**src/hw/rtl/bps_pkg.sv**
```systemverilog
// ---------------------------------------------------------------------------
// bps_pkg
// Shared types and constants of the beep pattern sequencer.
// ---------------------------------------------------------------------------
package bps_pkg;

  localparam int unsigned DIV_W    = 24;  // period (16b) * volume (8b)
  localparam int unsigned DIV_CNTW = $clog2(DIV_W + 1);

  localparam logic [7:0]  VOLUME_FULL = 8'd100;

  // divide by 100 as (x >> 2) * ceil(2^27 / 25) >> 27, exact for 24-bit x
  localparam logic [22:0] DUTY_RECIP = 23'd5368710;
  localparam int unsigned DUTY_SHIFT = 27;

  // input action codes
  localparam logic ACT_TICK  = 1'b0;
  localparam logic ACT_START = 1'b1;

  // volume modes; anything above rising counts as falling
  localparam logic [1:0] DIR_CONST = 2'd0;
  localparam logic [1:0] DIR_RISE  = 2'd1;

  // configuration register indexes
  localparam logic CFG_PWM_PERIOD  = 1'b0;
  localparam logic CFG_START_DELAY = 1'b1;

  typedef enum logic [2:0] {
    ST_IDLE,
    ST_STEP_GO,
    ST_STEP_WAIT,
    ST_MUL,
    ST_SCALE,
    ST_CLAMP,
    ST_DONE
  } state_t;

  typedef struct packed {
    logic             start;
    logic [DIV_W-1:0] dividend;
    logic [7:0]       divisor;
  } div_req_t;

  typedef struct packed {
    logic             done;
    logic [DIV_W-1:0] quotient;
  } div_rsp_t;

endpackage

```
**src/hw/rtl/bps_if.sv**
```systemverilog
// ---------------------------------------------------------------------------
// bps_in_if / bps_out_if
// Valid/ready channels for start/tick items and result items.
// ---------------------------------------------------------------------------
interface bps_in_if;
  logic        valid;
  logic        ready;
  logic        action;
  logic [7:0]  repeat_count;
  logic [15:0] on_ticks;
  logic [15:0] off_ticks;
  logic [1:0]  direction;

  modport source (output valid, action, repeat_count, on_ticks, off_ticks, direction,
                  input ready);
  modport sink   (input valid, action, repeat_count, on_ticks, off_ticks, direction,
                  output ready);
endinterface

interface bps_out_if;
  logic        valid;
  logic        ready;
  logic [15:0] duty;
  logic        tone_on;
  logic        busy_res;

  modport source (output valid, duty, tone_on, busy_res, input ready);
  modport sink   (input valid, duty, tone_on, busy_res, output ready);
endinterface

```
**src/hw/rtl/beep_pattern_sequencer_unit.sv**
```systemverilog
// ---------------------------------------------------------------------------
// beep_pattern_sequencer_unit
// Ticks and constant-volume starts go straight to the result stage; a start
// in rising/falling mode first runs the 24-step serial divider for the volume
// step; a tone-on event passes product, scaling by 1/100 and clamp. Each item
// also waits while the result register is still full. One item at a time.
// Reset (sync, rst_n low): idle, no pattern, duty 0, pwm_period 16000, delay 10.
// ---------------------------------------------------------------------------
module beep_pattern_sequencer_unit
  import bps_pkg::*;
(
  input  logic        clk,
  input  logic        rst_n,
  bps_in_if.sink      in_ch,
  bps_out_if.source   out_ch,
  input  logic        cfg_we,
  input  logic        cfg_addr,
  input  logic [15:0] cfg_wdata
);

  // -------------------------------------------------------------------------
  // Configuration registers; to be written only while the block is idle, which the block does not enforce.
  // -------------------------------------------------------------------------
  logic [15:0] pwm_period_r;
  logic [15:0] start_delay_r;

  always_ff @(posedge clk) begin
    if (!rst_n) begin
      pwm_period_r  <= 16'd16000;
      start_delay_r <= 16'd10;
    end else if (cfg_we) begin
      case (cfg_addr)
        CFG_PWM_PERIOD:  pwm_period_r  <= cfg_wdata;
        CFG_START_DELAY: start_delay_r <= cfg_wdata;
        default: ;
      endcase
    end
  end

  // -------------------------------------------------------------------------
  // Pattern state
  // -------------------------------------------------------------------------
  state_t      state_r, state_nxt;
  logic        running_r;
  logic        next_is_tone_r;
  logic [7:0]  repeats_left_r;
  logic [15:0] tone_time_r;
  logic [15:0] gap_time_r;
  logic [1:0]  mode_r;
  logic [7:0]  volume_r;
  logic [6:0]  volume_step_r;
  logic [15:0] countdown_r;
  logic [15:0] current_interval_r;
  logic [15:0] duty_value_r;
  logic [DIV_W-1:0] prod_r;
  logic [17:0] scaled_r;

  logic        out_valid_r;
  logic [15:0] out_duty_r;
  logic        out_tone_r;
  logic        out_busy_r;

  div_req_t    div_req;
  div_rsp_t    div_rsp;

  logic        in_fire;
  logic        out_free;
  logic        fire_event;
  logic        is_tone_event;
  logic [7:0]  vol_upd;
  logic [7:0]  rep_dec;
  logic [15:0] ev_interval;
  logic [7:0]  step_divisor;
  logic [44:0] recip_prod;
  logic [15:0] duty_sat;

  assign in_fire  = in_ch.valid && in_ch.ready;
  assign out_free = !out_valid_r || out_ch.ready;

  // an event fires when the countdown runs out on a tick of a running pattern
  assign fire_event    = (in_ch.action == ACT_TICK) && running_r && (countdown_r <= 16'd1);
  assign is_tone_event = fire_event && (repeats_left_r != 8'd0) && next_is_tone_r;
  assign rep_dec       = repeats_left_r - 8'd1;

  always_comb begin
    case (mode_r)
      DIR_CONST: vol_upd = volume_r;
      DIR_RISE:  vol_upd = volume_r + {1'b0, volume_step_r};
      default:   vol_upd = volume_r - {1'b0, volume_step_r};
    endcase
  end

  // zero on/off time keeps the interval used before
  assign ev_interval  = next_is_tone_r ? tone_time_r : gap_time_r;
  assign step_divisor = (repeats_left_r == 8'd0) ? 8'd1 : repeats_left_r;

  // product / 100 by reciprocal: drop two bits, then / 25 by multiply and shift
  assign recip_prod = {23'd0, prod_r[DIV_W-1:2]} * {22'd0, DUTY_RECIP};

  // duty saturates at the period (only when volume exceeds full scale)
  assign duty_sat = (scaled_r > {2'b00, pwm_period_r}) ? pwm_period_r : scaled_r[15:0];

  // -------------------------------------------------------------------------
  // Sequencer: next state
  // -------------------------------------------------------------------------
  always_comb begin
    state_nxt = state_r;
    case (state_r)
      ST_IDLE: begin
        if (in_fire) begin
          if (in_ch.action == ACT_START)
            state_nxt = (in_ch.direction == DIR_CONST) ? ST_DONE : ST_STEP_GO;
          else if (is_tone_event)
            state_nxt = ST_MUL;
          else
            state_nxt = ST_DONE;
        end
      end
      ST_STEP_GO:   state_nxt = ST_STEP_WAIT;
      ST_STEP_WAIT: if (div_rsp.done) state_nxt = ST_DONE;
      ST_MUL:       state_nxt = ST_SCALE;
      ST_SCALE:     state_nxt = ST_CLAMP;
      ST_CLAMP:     state_nxt = ST_DONE;
      ST_DONE:      if (out_free) state_nxt = ST_IDLE;
      default:      state_nxt = ST_IDLE;
    endcase
  end

  // -------------------------------------------------------------------------
  // Sequencer: outputs (handshake and divider request)
  // -------------------------------------------------------------------------
  always_comb begin
    in_ch.ready      = 1'b0;
    div_req.start    = 1'b0;
    div_req.dividend = {{(DIV_W-8){1'b0}}, VOLUME_FULL};
    div_req.divisor  = step_divisor;
    case (state_r)
      ST_IDLE:    in_ch.ready = 1'b1;
      ST_STEP_GO: div_req.start = 1'b1;
      default: ;
    endcase
  end

  always_ff @(posedge clk) begin
    if (!rst_n) state_r <= ST_IDLE;
    else        state_r <= state_nxt;
  end

  // -------------------------------------------------------------------------
  // Pattern datapath
  // -------------------------------------------------------------------------
  always_ff @(posedge clk) begin
    if (!rst_n) begin
      running_r          <= 1'b0;
      next_is_tone_r     <= 1'b0;
      repeats_left_r     <= '0;
      tone_time_r        <= '0;
      gap_time_r         <= '0;
      mode_r             <= DIR_CONST;
      volume_r           <= '0;
      volume_step_r      <= '0;
      countdown_r        <= '0;
      current_interval_r <= '0;
      duty_value_r       <= '0;
    end else begin
      case (state_r)
        ST_IDLE: begin
          if (in_fire && in_ch.action == ACT_START) begin
            // a start cancels any running pattern; duty stays as driven
            running_r          <= 1'b1;
            next_is_tone_r     <= 1'b1;
            repeats_left_r     <= in_ch.repeat_count;
            tone_time_r        <= in_ch.on_ticks;
            gap_time_r         <= in_ch.off_ticks;
            mode_r             <= in_ch.direction;
            countdown_r        <= start_delay_r;
            current_interval_r <= start_delay_r;
            if (in_ch.direction == DIR_CONST)
              volume_r <= VOLUME_FULL;
          end else if (in_fire && running_r) begin
            if (!fire_event) begin
              countdown_r <= countdown_r - 16'd1;
            end else if (repeats_left_r == 8'd0) begin
              running_r <= 1'b0;
            end else if (next_is_tone_r) begin
              next_is_tone_r <= 1'b0;
              volume_r       <= vol_upd;
              if (ev_interval != 16'd0) begin
                current_interval_r <= ev_interval;
                countdown_r        <= ev_interval;
              end else begin
                countdown_r <= current_interval_r;
              end
            end else begin
              duty_value_r   <= '0;
              repeats_left_r <= rep_dec;
              if (rep_dec == 8'd0) begin
                running_r <= 1'b0;
              end else begin
                next_is_tone_r <= 1'b1;
                if (ev_interval != 16'd0) begin
                  current_interval_r <= ev_interval;
                  countdown_r        <= ev_interval;
                end else begin
                  countdown_r <= current_interval_r;
                end
              end
            end
          end
        end
        ST_STEP_WAIT: begin
          if (div_rsp.done) begin
            volume_step_r <= div_rsp.quotient[6:0];
            if (mode_r == DIR_RISE)
              volume_r <= '0;
            else
              volume_r <= VOLUME_FULL + {1'b0, div_rsp.quotient[6:0]};
          end
        end
        ST_CLAMP: duty_value_r <= duty_sat;
        default: ;
      endcase
    end
  end

  // 16x8 product, then the scaled quotient, each registered
  always_ff @(posedge clk) begin
    if (state_r == ST_MUL)
      prod_r <= DIV_W'(pwm_period_r) * DIV_W'(volume_r);
  end

  always_ff @(posedge clk) begin
    if (state_r == ST_SCALE)
      scaled_r <= recip_prod[DUTY_SHIFT +: 18];
  end

  bps_div u_div (
    .clk   (clk),
    .rst_n (rst_n),
    .req   (div_req),
    .rsp   (div_rsp)
  );

  // -------------------------------------------------------------------------
  // Result register: holds one result until its transfer completes
  // -------------------------------------------------------------------------
  always_ff @(posedge clk) begin
    if (!rst_n) begin
      out_valid_r <= 1'b0;
    end else if (state_r == ST_DONE && out_free) begin
      out_valid_r <= 1'b1;
    end else if (out_ch.ready) begin
      out_valid_r <= 1'b0;
    end
  end

  always_ff @(posedge clk) begin
    if (state_r == ST_DONE && out_free) begin
      out_duty_r <= duty_value_r;
      out_tone_r <= (duty_value_r != 16'd0);
      out_busy_r <= running_r;
    end
  end

  assign out_ch.valid    = out_valid_r;
  assign out_ch.duty     = out_duty_r;
  assign out_ch.tone_on  = out_tone_r;
  assign out_ch.busy_res = out_busy_r;

endmodule

```
**src/hw/rtl/bps_div.sv**
```systemverilog
// ---------------------------------------------------------------------------
// bps_div
// Restoring radix-2 divider, one quotient bit per cycle, 8-bit divisor.
// ---------------------------------------------------------------------------
module bps_div
  import bps_pkg::*;
(
  input  logic     clk,
  input  logic     rst_n,
  input  div_req_t req,
  output div_rsp_t rsp
);

  logic                busy_r, busy_nxt;
  logic                done_r, done_nxt;
  logic [DIV_CNTW-1:0] cnt_r, cnt_nxt;
  logic [DIV_W-1:0]    quo_r, quo_nxt;
  logic [7:0]          rem_r, rem_nxt;
  logic [7:0]          dvs_r, dvs_nxt;
  logic [8:0]          rem_sh;
  logic [8:0]          diff;

  always_comb begin
    busy_nxt = busy_r;
    done_nxt = 1'b0;
    cnt_nxt  = cnt_r;
    quo_nxt  = quo_r;
    rem_nxt  = rem_r;
    dvs_nxt  = dvs_r;
    rem_sh   = {rem_r, quo_r[DIV_W-1]};
    diff     = rem_sh - {1'b0, dvs_r};
    if (req.start) begin
      busy_nxt = 1'b1;
      cnt_nxt  = DIV_CNTW'(DIV_W);
      quo_nxt  = req.dividend;
      rem_nxt  = '0;
      dvs_nxt  = req.divisor;
    end else if (busy_r) begin
      if (rem_sh >= {1'b0, dvs_r}) begin
        rem_nxt = diff[7:0];
        quo_nxt = {quo_r[DIV_W-2:0], 1'b1};
      end else begin
        rem_nxt = rem_sh[7:0];
        quo_nxt = {quo_r[DIV_W-2:0], 1'b0};
      end
      cnt_nxt = cnt_r - 1'b1;
      if (cnt_r == DIV_CNTW'(1)) begin
        busy_nxt = 1'b0;
        done_nxt = 1'b1;
      end
    end
  end

  always_ff @(posedge clk) begin
    if (!rst_n) begin
      busy_r <= 1'b0;
      done_r <= 1'b0;
      cnt_r  <= '0;
    end else begin
      busy_r <= busy_nxt;
      done_r <= done_nxt;
      cnt_r  <= cnt_nxt;
    end
  end

  always_ff @(posedge clk) begin
    quo_r <= quo_nxt;
    rem_r <= rem_nxt;
    dvs_r <= dvs_nxt;
  end

  assign rsp.done     = done_r;
  assign rsp.quotient = quo_r;

endmodule

```
**src/flat_wrapper.sv**
```systemverilog
// flat-port wrapper written by rule: the top's interface ports become plain ports
module beep_pattern_sequencer_unit_flat import bps_pkg::*;
  (clk, rst_n, cfg_we, cfg_addr, cfg_wdata, in_ch_valid, in_ch_action, in_ch_repeat_count, in_ch_on_ticks, in_ch_off_ticks, in_ch_direction, in_ch_ready, out_ch_valid, out_ch_duty, out_ch_tone_on, out_ch_busy_res, out_ch_ready);
  bps_in_if in_ch_i ();
  bps_out_if out_ch_i ();
  input  logic clk;
  input  logic rst_n;
  input  logic cfg_we;
  input  logic cfg_addr;
  input  logic [15:0] cfg_wdata;
  input wire logic [$bits(in_ch_i.valid)-1:0] in_ch_valid;
  input wire logic [$bits(in_ch_i.action)-1:0] in_ch_action;
  input wire logic [$bits(in_ch_i.repeat_count)-1:0] in_ch_repeat_count;
  input wire logic [$bits(in_ch_i.on_ticks)-1:0] in_ch_on_ticks;
  input wire logic [$bits(in_ch_i.off_ticks)-1:0] in_ch_off_ticks;
  input wire logic [$bits(in_ch_i.direction)-1:0] in_ch_direction;
  output wire logic [$bits(in_ch_i.ready)-1:0] in_ch_ready;
  output wire logic [$bits(out_ch_i.valid)-1:0] out_ch_valid;
  output wire logic [$bits(out_ch_i.duty)-1:0] out_ch_duty;
  output wire logic [$bits(out_ch_i.tone_on)-1:0] out_ch_tone_on;
  output wire logic [$bits(out_ch_i.busy_res)-1:0] out_ch_busy_res;
  input wire logic [$bits(out_ch_i.ready)-1:0] out_ch_ready;
  assign in_ch_i.valid = in_ch_valid;
  assign in_ch_i.action = in_ch_action;
  assign in_ch_i.repeat_count = in_ch_repeat_count;
  assign in_ch_i.on_ticks = in_ch_on_ticks;
  assign in_ch_i.off_ticks = in_ch_off_ticks;
  assign in_ch_i.direction = in_ch_direction;
  assign in_ch_ready = in_ch_i.ready;
  assign out_ch_valid = out_ch_i.valid;
  assign out_ch_duty = out_ch_i.duty;
  assign out_ch_tone_on = out_ch_i.tone_on;
  assign out_ch_busy_res = out_ch_i.busy_res;
  assign out_ch_i.ready = out_ch_ready;
  beep_pattern_sequencer_unit u_core (.clk(clk), .rst_n(rst_n), .in_ch(in_ch_i), .out_ch(out_ch_i), .cfg_we(cfg_we), .cfg_addr(cfg_addr), .cfg_wdata(cfg_wdata));
endmodule
```
**config.mk**
```make
export PLATFORM = sky130hd
export DESIGN_NAME = beep_pattern_sequencer_unit_flat
export DESIGN_NICKNAME = d
export VERILOG_FILES = /design/src/hw/rtl/bps_pkg.sv /design/src/hw/rtl/bps_if.sv /design/src/hw/rtl/beep_pattern_sequencer_unit.sv /design/src/hw/rtl/bps_div.sv /design/src/flat_wrapper.sv
export SDC_FILE = /design/constraint.sdc
export NUM_CORES = 1
export LEC_CHECK = 0
export ABC_AREA = 1
export BUFFER_PORTS_ARGS = -buffer_cell sky130_fd_sc_hd__buf_2
export CORE_AREA = 2 2 211 213
export CTS_CLUSTER_DIAMETER = 100
export DETAILED_ROUTE_END_ITERATION = 7
export DIE_AREA = 0 0 213 215
export PLACE_DENSITY = 0.81
export SYNTH_ARGS = -nofsm -noshare
export SYNTH_HDL_FRONTEND = slang
export SYNTH_SLANG_ARGS = --single-unit
```
**constraint.sdc**
```tcl
create_clock -name clk -period 6.5 [get_ports clk]
set_input_delay 0.975 -clock clk [delete_from_list [all_inputs] [get_ports clk]]
set_output_delay 0.975 -clock clk [all_outputs]
set_load 0.02 [all_outputs]
```
==> flow_summary.json, run 1 <==
{
  "path_clk_slew_ns": 0.06,
  "core_area_um2": 43600,
  "fmax_mhz": 164,
  "syn-num-nets": 3983,
  "synthAdderAreaFrac_pct": 35.8,
  "ioPinCount": 85,
  "clk_path_buf_depth": 3,
  "wire_per_inst_um": 16.6,
  "setup_viol": 0,
  "cts.sinks": 248,
  "critPathMostFrequentCell": "fa_1",
  "critical_path_required_ns": 6.84,
  "end_kind": "register",
  "tightest_slew_ns": 1.15,
  "worstHoldPathType": "reg2reg",
  "start_util_pct": 59.4,
  "timing.final.hold_violations": 0,
  "synthToLayoutAreaGrowth_pct": 6.57,
  "ys_seq_area_share_pct": 21.7,
  "grt_max_degree": 98,
  "num_antenna_cells": 0,
  "synthXorXnorAreaFrac_pct": 1.82,
  "synth_area_leaders": "fa_1, ha_1, dfxtp_1",
  "holdWs_ns": 0.458,
  "postCtsHoldBufs": 0,
  "routed_wl_um": 65900,
  "reg2reg_from": "u_core.prod_r[12]",
  "die-area_um2": 45800,
  "synthSimpleGateAreaFrac_pct": 19.3,
  "layout_common_cells": "nand2_1, inv_1, ha_1",
  "synth_top_cell_area_share_pct": 20.4,
  "finalClockSkew_ns": 0.0181,
  "cp_slowest_cell": "edfxtp_1",
  "h-tree-depth": 1,
  "clock_latency_ns": 0.58,
  "cts_tree": "done",
  "track_usage_pct": 29.3,
  "holdPathStages": 2,
  "die_y_um": 215,
  "netlist_area_um2": 25900,
  "synth_warnings": 0,
  "hp-start": "u_core.gap_time_r[2]",
  "fin_crit_ns": 6.08,
  "rr_worst_depth": 21,
  "synthArstFlopShare_pct": 0,
  "avgSynthCellArea_um2": 7.78,
  "synth_edf_count": 66,
  "cp-start-kind": "register",
  "drcViolationCount": 0,
  "grt_pass1_vias": 20700,
  "place_ws_ns": 0.453,
  "fin_ws_ns": 0.417,
  "muxShareOfSynthArea_pct": 0,
  "routed_via_density": 5.39,
  "layout_commonest_cell": "nand2_1",
  "cts_setup_buffers": 0,
  "slew-limit-headroom_pct": 23.2,
  "critPathCapture": "u_core.scaled_r[17]",
  "yosys.area.top_type": "fa_1",
  "startpoint": "u_core.prod_r[12]",
  "grt_first_pass_wirelength_um": 107000,
  "rrSetupSlack_ns": 0.42,
  "regToRegEndpoint": "u_core.scaled_r[17]",
  "max_stage_delay_ns": 0.60,
  "synth_flop_cell": "dfxtp_1",
  "synthCells": 3334,
  "finalCritPeriodShare_pct": 93.6,
  "grt_overflow": 0,
  "ys_ff_latch": 248,
  "fin_nets": 4004,
  "placement.io_buffers": 84,
  "fp-row-count": 77,
  "synth_top_family_by_area": "adder cells",
  "cts_resized": 0,
  "crit_fanout": 8,
  "place_area_um2": 26700,
  "firstDrtPassIters": 5,
  "drive_gt1_share_pct": 5.30,
  "die_w_um": 213,
  "cap_viol_max_count": 0,
  "fin_area_um2": 27600,
  "grt_antenna_before_repair": 0,
  "status": "finished clean",
  "critPathKind": "reg2reg",
  "cts-root-buf": "clkbuf_16",
  "crit_chain": "ha_1 -> inv_1 -> fa_1 -> fa_1 -> inv_1 -> fa_1 -> fa_1 -> fa_1 -> inv_1 -> fa_1 -> inv_1 -> ha_1 -> nand2_1 -> nor2_1 -> inv_1 -> nor2_1 -> nand3_1 -> o21ai_0 -> nand2_1 -> nand3b_1 -> nand2_1",
  "drtIter0Drc": 1825,
  "final_max_slew_viol_count": 0,
  "ant_nets": 0,
  "numCtsBuffers": 28,
  "ys_types": 48,
  "vias": 21400,
  "post-dp-hpwl_um": 53700,
  "synth_compound_area_share_pct": 9.29,
  "rsz0062_at_grt": "no",
  "setup_tns_ns": 0,
  "gp_congestion": 0.997,
  "crit_arrival_ns": 6.42
}
worst max-delay path, delay by kind of cell (launching register included):
| kind | cells | cell delay [ns] |
|---|---|---|
| AO/OA/AOI/OAI | 1 | 0.45 |
| adder cells (fa/ha/maj) | 8 | 3.68 |
| buffers and inverters | 5 | 0.27 |
| flip-flops | 1 | 0.60 |
| AND/OR/NAND/NOR | 7 | 0.83 |
per-layer routing:
metal / wire length [um] / global-route usage [%]
met1: 29200 / 41.6
met2: 30300 / 47.7
met3: 4790 / 3.52
met4: 1610 / 6.97
met5: 0 / 0
stage by stage:
step | instances | util, %
4_1_cts | 3969 | 63.3
6_report | 3969 | 63.3
3_3_place_gp | 3917 | 61.2
5_1_grt | 3969 | 63.3
2_1_floorplan | 3334 | -
3_5_place_dp | 3917 | 61.2
final cells by class:
cell class                      count  area, um^2
Inverter                          707        2650
Fill cell                        3849       16000
Tap cell                          592         741
Sequential cell                   248        5630
Multi-Input combinational cell   2273       17200
Clock inverter                     16         165
Clock buffer                       36         741
Timing Repair Buffer               97         518
registers in the layout (all words and copies together) (netlist names), 2 cells and up:
signal,flops
u_core.state_r,3
u_core.repeats_left_r,8
u_core.countdown_r,16
u_core.u_div.dvs_r,8
u_core.mode_r,2
u_core.tone_time_r,16
u_core.u_div.rem_r,8
u_core.volume_step_r,7
u_core.u_div.cnt_r,5
u_core.u_div.quo_r,24
u_core.current_interval_r,16
u_core.prod_r,22
u_core.volume_r,8
u_core.start_delay_r,16
u_core.gap_time_r,16
u_core.duty_value_r,16
u_core.pwm_period_r,16
u_core.scaled_r,18
u_core.out_ch.duty,16
how the worst min path moves through the flow:
stage,to,slack [ns]
after floorplan,u_core.gap_time_r[2],0.42
after global placement,u_core.gap_time_r[2],0.44
after detailed placement,u_core.gap_time_r[1],0.45
after CTS,u_core.gap_time_r[2],0.46
after global routing,u_core.gap_time_r[2],0.47
final,u_core.gap_time_r[2],0.46
cell usage after synthesis (4+ instances only):
cell type,number
nor2_2,4
nor2_4,6
o211ai_1,15
nor4_1,6
fa_1,264
a31oi_1,14
o21ai_0,149
o21a_1,7
nor2_1,236
o21ai_1,13
nand2_1,710
o21ai_2,4
nand4_1,23
nand3_2,11
buf_1,6
xnor2_1,17
nor3_1,25
a21oi_1,182
inv_1,703
a21o_1,20
buf_2,15
o21bai_1,17
ha_1,320
edfxtp_1,66
nand3b_1,10
a21boi_0,4
nand2_2,5
buf_6,5
clkbuf_1,77
dfxtp_1,182
nand3_1,156
xor2_1,37
cell families (layout without fill, tap and decap cells):
kind of cell,after synthesis,in the layout
buffers and inverters,813,856
flip-flops,248,248
AO/OA/AOI/OAI,435,435
adder cells (fa/ha/maj),584,584
AND/OR/NAND/NOR,1200,1200
XOR/XNOR,54,54
Power of run 1 is not shown: default switching activity piles up to over one toggle a cycle in this logic, so the estimate is an artifact.
==> run 2, diff against run 1 <==
--- a/config.mk
+++ b/config.mk
@@ -9,8 +9,10 @@
 export BUFFER_PORTS_ARGS = -buffer_cell sky130_fd_sc_hd__buf_2
 export CORE_AREA = 2 2 211 213
 export CTS_CLUSTER_DIAMETER = 100
+export CTS_CLUSTER_SIZE = 14
 export DETAILED_ROUTE_END_ITERATION = 7
 export DIE_AREA = 0 0 213 215
+export GPL_TIMING_DRIVEN = 0
 export PLACE_DENSITY = 0.81
 export SYNTH_ARGS = -nofsm -noshare
 export SYNTH_HDL_FRONTEND = slang
==> run 2 against run 1 <==
Net effect: sequential share of layout area down 0.13 points; highest routed layer unchanged; fmax shrank 2.7%; worst hold slack lost 0.031 ns; critical path depth is the same; clock skew grew 0.026 ns; non-clock buffer count is 101 higher; via count grew 2.5%; critical endpoint is now u_core.scaled_r[9]; register-to-register slack got worse by 0.17 ns; flip-flop and latch count unchanged.
==> flow_summary.json, run 2 (synthesis gave the netlist of run 1 again) <==
{
  "routed_via_density": 5.41,
  "setup_viol": 0,
  "vias": 21900,
  "post-dp-hpwl_um": 55300,
  "track_usage_pct": 29.7,
  "critPathMostFrequentCell": "fa_1",
  "crit_fanout": 8,
  "grt_overflow": 0,
  "cts-root-buf": "clkbuf_16",
  "final_max_slew_viol_count": 0,
  "tightest_slew_ns": 1.07,
  "fmax_mhz": 160,
  "grt_pass1_vias": 21800,
  "max_flop_register": "u_core.u_div.quo_r",
  "end_kind": "register",
  "max_stage_delay_ns": 0.62,
  "critPathKind": "reg2reg",
  "gp_congestion": 0.971,
  "drtIter0Drc": 1947,
  "synthToLayoutAreaGrowth_pct": 7.23,
  "numCtsBuffers": 22,
  "fin_crit_ns": 6.25,
  "cp_slowest_cell": "edfxtp_1",
  "status": "finished clean",
  "firstDrtPassIters": 6,
  "fp-row-count": 77,
  "cp-start-kind": "register",
  "finalCritPeriodShare_pct": 96.1,
  "crit_buf_inv": 5,
  "ant_nets": 0,
  "fillers": 3763,
  "critical_path_required_ns": 6.78,
  "die-area_um2": 45800,
  "reg.largest.list": "u_core.u_div.quo_r x24, u_core.prod_r x22, u_core.scaled_r x18",
  "largest_register_ffs": 24,
  "grt_max_degree": 19,
  "routed_wl_um": 66600,
  "setup_tns_ns": 0,
  "placement.io_buffers": 84,
  "cts.sinks": 248,
  "clk_path_buf_depth": 3,
  "die_w_um": 213,
  "critPathTopFamily": "adder cells",
  "layout_commonest_cell": "nand2_1",
  "worstHoldPathType": "reg2reg",
  "crit_arrival_ns": 6.53,
  "h-tree-depth": 1,
  "cts_tree": "done",
  "clock_latency_ns": 0.55,
  "layout_common_cells": "nand2_1, inv_1, ha_1",
  "fin_nets": 4099,
  "path_clk_slew_ns": 0.08,
  "grt_antenna_before_repair": 4,
  "core_area_um2": 43600,
  "wire_per_inst_um": 16.4,
  "finalClockSkew_ns": 0.0444,
  "start_util_pct": 59.4,
  "timing.final.hold_violations": 0,
  "cap_viol_max_count": 0,
  "drive_gt1_share_pct": 5.35,
  "slew-limit-headroom_pct": 28.3,
  "crit_chain": "ha_1 -> inv_1 -> fa_1 -> fa_1 -> inv_1 -> fa_1 -> fa_1 -> fa_1 -> inv_1 -> fa_1 -> inv_1 -> ha_1 -> nand2_1 -> nor2_1 -> inv_1 -> nor2_1 -> nand3_1 -> o21ai_1 -> nand2_1 -> nand3_1 -> nand2_1",
  "drcViolationCount": 0,
  "die_y_um": 215,
  "grt_first_pass_wirelength_um": 109000,
  "ioPinCount": 85
}
-- run 2: cell count changes in the layout (fill, tap and decap cells not counted), moves of 2 or more --
cell	previous run	this run
buf_1	0	6
buf_2	84	99
buf_4	13	10
buf_6	0	6
bufinv_16	2	0
clkbuf_1	7	85
clkbuf_16	28	22
clkinv_1	7	1
clkinv_2	2	0
diode_2	0	4
inv_4	2	0
inv_6	2	0
nor2_1	236	234
nor2_2	4	6
-- run 2: final cells by class --
cell class / count / area [um^2] / area share, %
antenna: 4 / 10.0 / 0.0360
buffer: 106 / 465 / 1.67
clock buffer: 31 / 594 / 2.14
clock inverter: 3 / 36.3 / 0.130
inverter: 707 / 2650 / 9.54
multi-input combinational: 2273 / 17200 / 61.8
sequential: 248 / 5630 / 20.2
tap: 592 / 741 / 2.66
timing repair buffer: 92 / 484 / 1.74
-- run 2: final timing paths --
kind / depth (start not counted) / to / slack (ns) / from
worst min-delay path: 0 / u_core.out_ch.duty[2] / 0.43 / u_core.duty_value_r[2]
worst min register to register: 0 / u_core.out_ch.duty[2] / 0.43 / u_core.duty_value_r[2]
worst max-delay path: 21 / u_core.scaled_r[9] / 0.25 / u_core.prod_r[14]
worst max register to register: 21 / u_core.scaled_r[9] / 0.25 / u_core.prod_r[14]
-- run 2: stage by stage --
| stage | setup WS (ns) | util, % | std cells | area [um^2] | hold slack, ns |
|---|---|---|---|---|---|
| 2_1_floorplan | 0.979 | - | 3334 | 25900 | 0.424 |
| 3_3_place_gp | 0.209 | 62.1 | 4010 | 27100 | 0.442 |
| 3_5_place_dp | 0.139 | 62.1 | 4011 | 27100 | 0.444 |
| 4_1_cts | 0.117 | 63.6 | 4045 | 27700 | 0.423 |
| 5_1_grt | -0.00646 | 63.7 | 4056 | 27800 | 0.479 |
| 6_report | 0.251 | 63.7 | 4056 | 27800 | 0.427 |
-- run 2: routing by layer --
metal | global-route usage, % | vias up | wire (um)
met1 | 40.2 | 10400 | 28800
met2 | 48.7 | 774 | 30800
met5 | 0 | - | 0
met3 | 4.53 | 136 | 4730
met4 | 9.63 | 0 | 2310
li1 | - | 10600 | -
-- run 2: repair_timing --
| action | 4_1_cts | 5_1_grt |
|---|---|---|
| setup endpoints to repair | 0 | 4 |
| resized for setup | 0 | 1 |
| hold buffers | 0 | 0 |
| buffers inserted | 0 | 7 |
Power of run 2 is left out for the same reason.
==> run 3, diff against run 2 <==
--- a/config.mk
+++ b/config.mk
@@ -6,6 +6,7 @@
 export NUM_CORES = 1
 export LEC_CHECK = 0
 export ABC_AREA = 1
+export ABC_CLOCK_PERIOD_IN_PS = 6500
 export BUFFER_PORTS_ARGS = -buffer_cell sky130_fd_sc_hd__buf_2
 export CORE_AREA = 2 2 211 213
 export CTS_CLUSTER_DIAMETER = 100
@@ -14,6 +15,7 @@
 export DIE_AREA = 0 0 213 215
 export GPL_TIMING_DRIVEN = 0
 export PLACE_DENSITY = 0.81
+export REMOVE_ABC_BUFFERS = 1
 export SYNTH_ARGS = -nofsm -noshare
 export SYNTH_HDL_FRONTEND = slang
 export SYNTH_SLANG_ARGS = --single-unit
==> run 3 against run 2 <==
Net effect: fmax increased by 0.36%; core utilization fell by 1.0 points; count of clock-buffer cells in the layout up 2; non-clock buffer count decreased by 103; first-iteration DRC count down 2.7%; final cell count fell by 2.6%; global-route usage fell by 1.5 points; sequential share of layout area rose by 0.33 points; worst hold slack better by 0.028 ns; final area fell by 1.6%.
==> flow_summary.json, run 3 (synthesis gave the netlist of run 1 again) <==
{
  "largest_register_ffs": 24,
  "numCtsBuffers": 21,
  "clk_path_buf_depth": 3,
  "die-area_um2": 45800,
  "die_w_um": 213,
  "setup_tns_ns": 0,
  "final_util_pct": 62.7,
  "num_antenna_cells": 0,
  "grt_antenna_before_repair": 0,
  "critPathKind": "reg2reg",
  "final_max_slew_viol_count": 0,
  "fmax_mhz": 161,
  "fillers": 3768,
  "ioPinCount": 85,
  "h-tree-depth": 1,
  "ant_nets": 0,
  "finalCritPeriodShare_pct": 95.8,
  "cts.sinks": 248,
  "post-dp-hpwl_um": 50300,
  "rrSetupSlack_ns": 0.27,
  "routed_wl_um": 62600,
  "grt_overflow": 0,
  "firstDrtPassIters": 7,
  "max_flop_register": "u_core.u_div.quo_r",
  "startpoint": "u_core.prod_r[14]",
  "cp-start-kind": "register",
  "worstHoldPathType": "reg2reg",
  "slew-limit-headroom_pct": 12.4,
  "place_area_um2": 26700,
  "grt_max_degree": 98,
  "crit_arrival_ns": 6.49,
  "reg.largest.list": "u_core.u_div.quo_r x24, u_core.prod_r x22, u_core.scaled_r x18",
  "critPathCapture": "u_core.scaled_r[10]",
  "rr_worst_depth": 22,
  "setup_viol": 0,
  "die_y_um": 215,
  "vias": 21300,
  "path_clk_slew_ns": 0.07,
  "wire_per_inst_um": 15.9,
  "drcViolationCount": 0,
  "core_area_um2": 43600,
  "regToRegEndpoint": "u_core.scaled_r[10]",
  "grt_first_pass_wirelength_um": 104000,
  "status": "finished clean",
  "reg2reg_from": "u_core.prod_r[14]",
  "tightest_slew_ns": 1.31,
  "drtIter0Drc": 1894,
  "track_usage_pct": 28.2,
  "layout_commonest_cell": "nand2_1",
  "critical_path_required_ns": 6.76,
  "fp-row-count": 77,
  "cts_tree": "done",
  "layout_common_cells": "nand2_1, inv_1, ha_1",
  "gp_congestion": 0.962,
  "fin_crit_ns": 6.23,
  "end_kind": "register",
  "drive_gt1_share_pct": 4.86,
  "cap_viol_max_count": 0,
  "cts-root-buf": "clkbuf_16",
  "grt_pass1_vias": 20900,
  "timing.final.hold_violations": 0,
  "synthToLayoutAreaGrowth_pct": 5.50,
  "start_util_pct": 59.4,
  "crit_fanout": 8,
  "fin_area_um2": 27400,
  "finalClockSkew_ns": 0.0110,
  "placement.io_buffers": 84,
  "fin_nets": 3995,
  "hp-start": "u_core.gap_time_r[2]",
  "clock_latency_ns": 0.51,
  "routed_via_density": 5.39
}
run 3: worst min path at each step:
stage,end,slack [ns],depth (start not counted)
final,u_core.gap_time_r[2],0.45,2
after global routing,u_core.out_ch.duty[12],0.47,0
after CTS,u_core.gap_time_r[2],0.45,2
after detailed placement,u_core.gap_time_r[2],0.44,2
after global placement,u_core.gap_time_r[2],0.44,2
after floorplan,u_core.gap_time_r[2],0.42,2
run 3: cell type report:
| cell class | instances | area [um^2] | area share, % |
|---|---|---|---|
| clock buffer | 33 | 592 | 2.16 |
| tap | 592 | 741 | 2.71 |
| multi-input combinational | 2273 | 17200 | 62.9 |
| inverter | 707 | 2660 | 9.71 |
| sequential | 248 | 5630 | 20.6 |
| clock inverter | 1 | 8.76 | 0.0320 |
| timing repair buffer | 95 | 534 | 1.95 |
run 3: critical path, cell delays in order, from the launching register on:
cell and delay [ns]:
edfxtp_1 0.64, ha_1 0.40, inv_1 0.12, fa_1 0.59, fa_1 0.45, fa_1 0.54
inv_1 0.05, fa_1 0.46, fa_1 0.49, inv_1 0.06, fa_1 0.50, inv_1 0.04
ha_1 0.33, nand2_1 0.14, nor2_1 0.12, inv_1 0.07, nor2_1 0.18, inv_1 0.08
nor2_1 0.12, nand3_1 0.09, or2_2 0.29, nand3_1 0.11, xor2_1 0.07
run 3: stage by stage:
step	hold slack (ns)	setup slack, ns	cells
2_1_floorplan	0.424	0.979	3228
3_3_place_gp	0.438	0.310	3904
3_5_place_dp	0.444	0.178	3908
4_1_cts	0.454	0.177	3942
5_1_grt	0.473	-0.00554	3949
6_report	0.455	0.273	3949
run 3: repair_timing:
action	CTS	global route
gates resized for setup	0	1
buffers inserted	0	7
hold buffers	0	0
endpoints found under the setup margin	0	3
run 3: layer usage:
metal,global-route usage [%],up-vias,wire [um]
li1,-,10400,-
met1,40.0,10100,27900
met2,45.4,665,28400
met3,4.15,108,4540
met4,6.67,0,1790
met5,0,-,0
Power of run 3 is left out for the same reason.
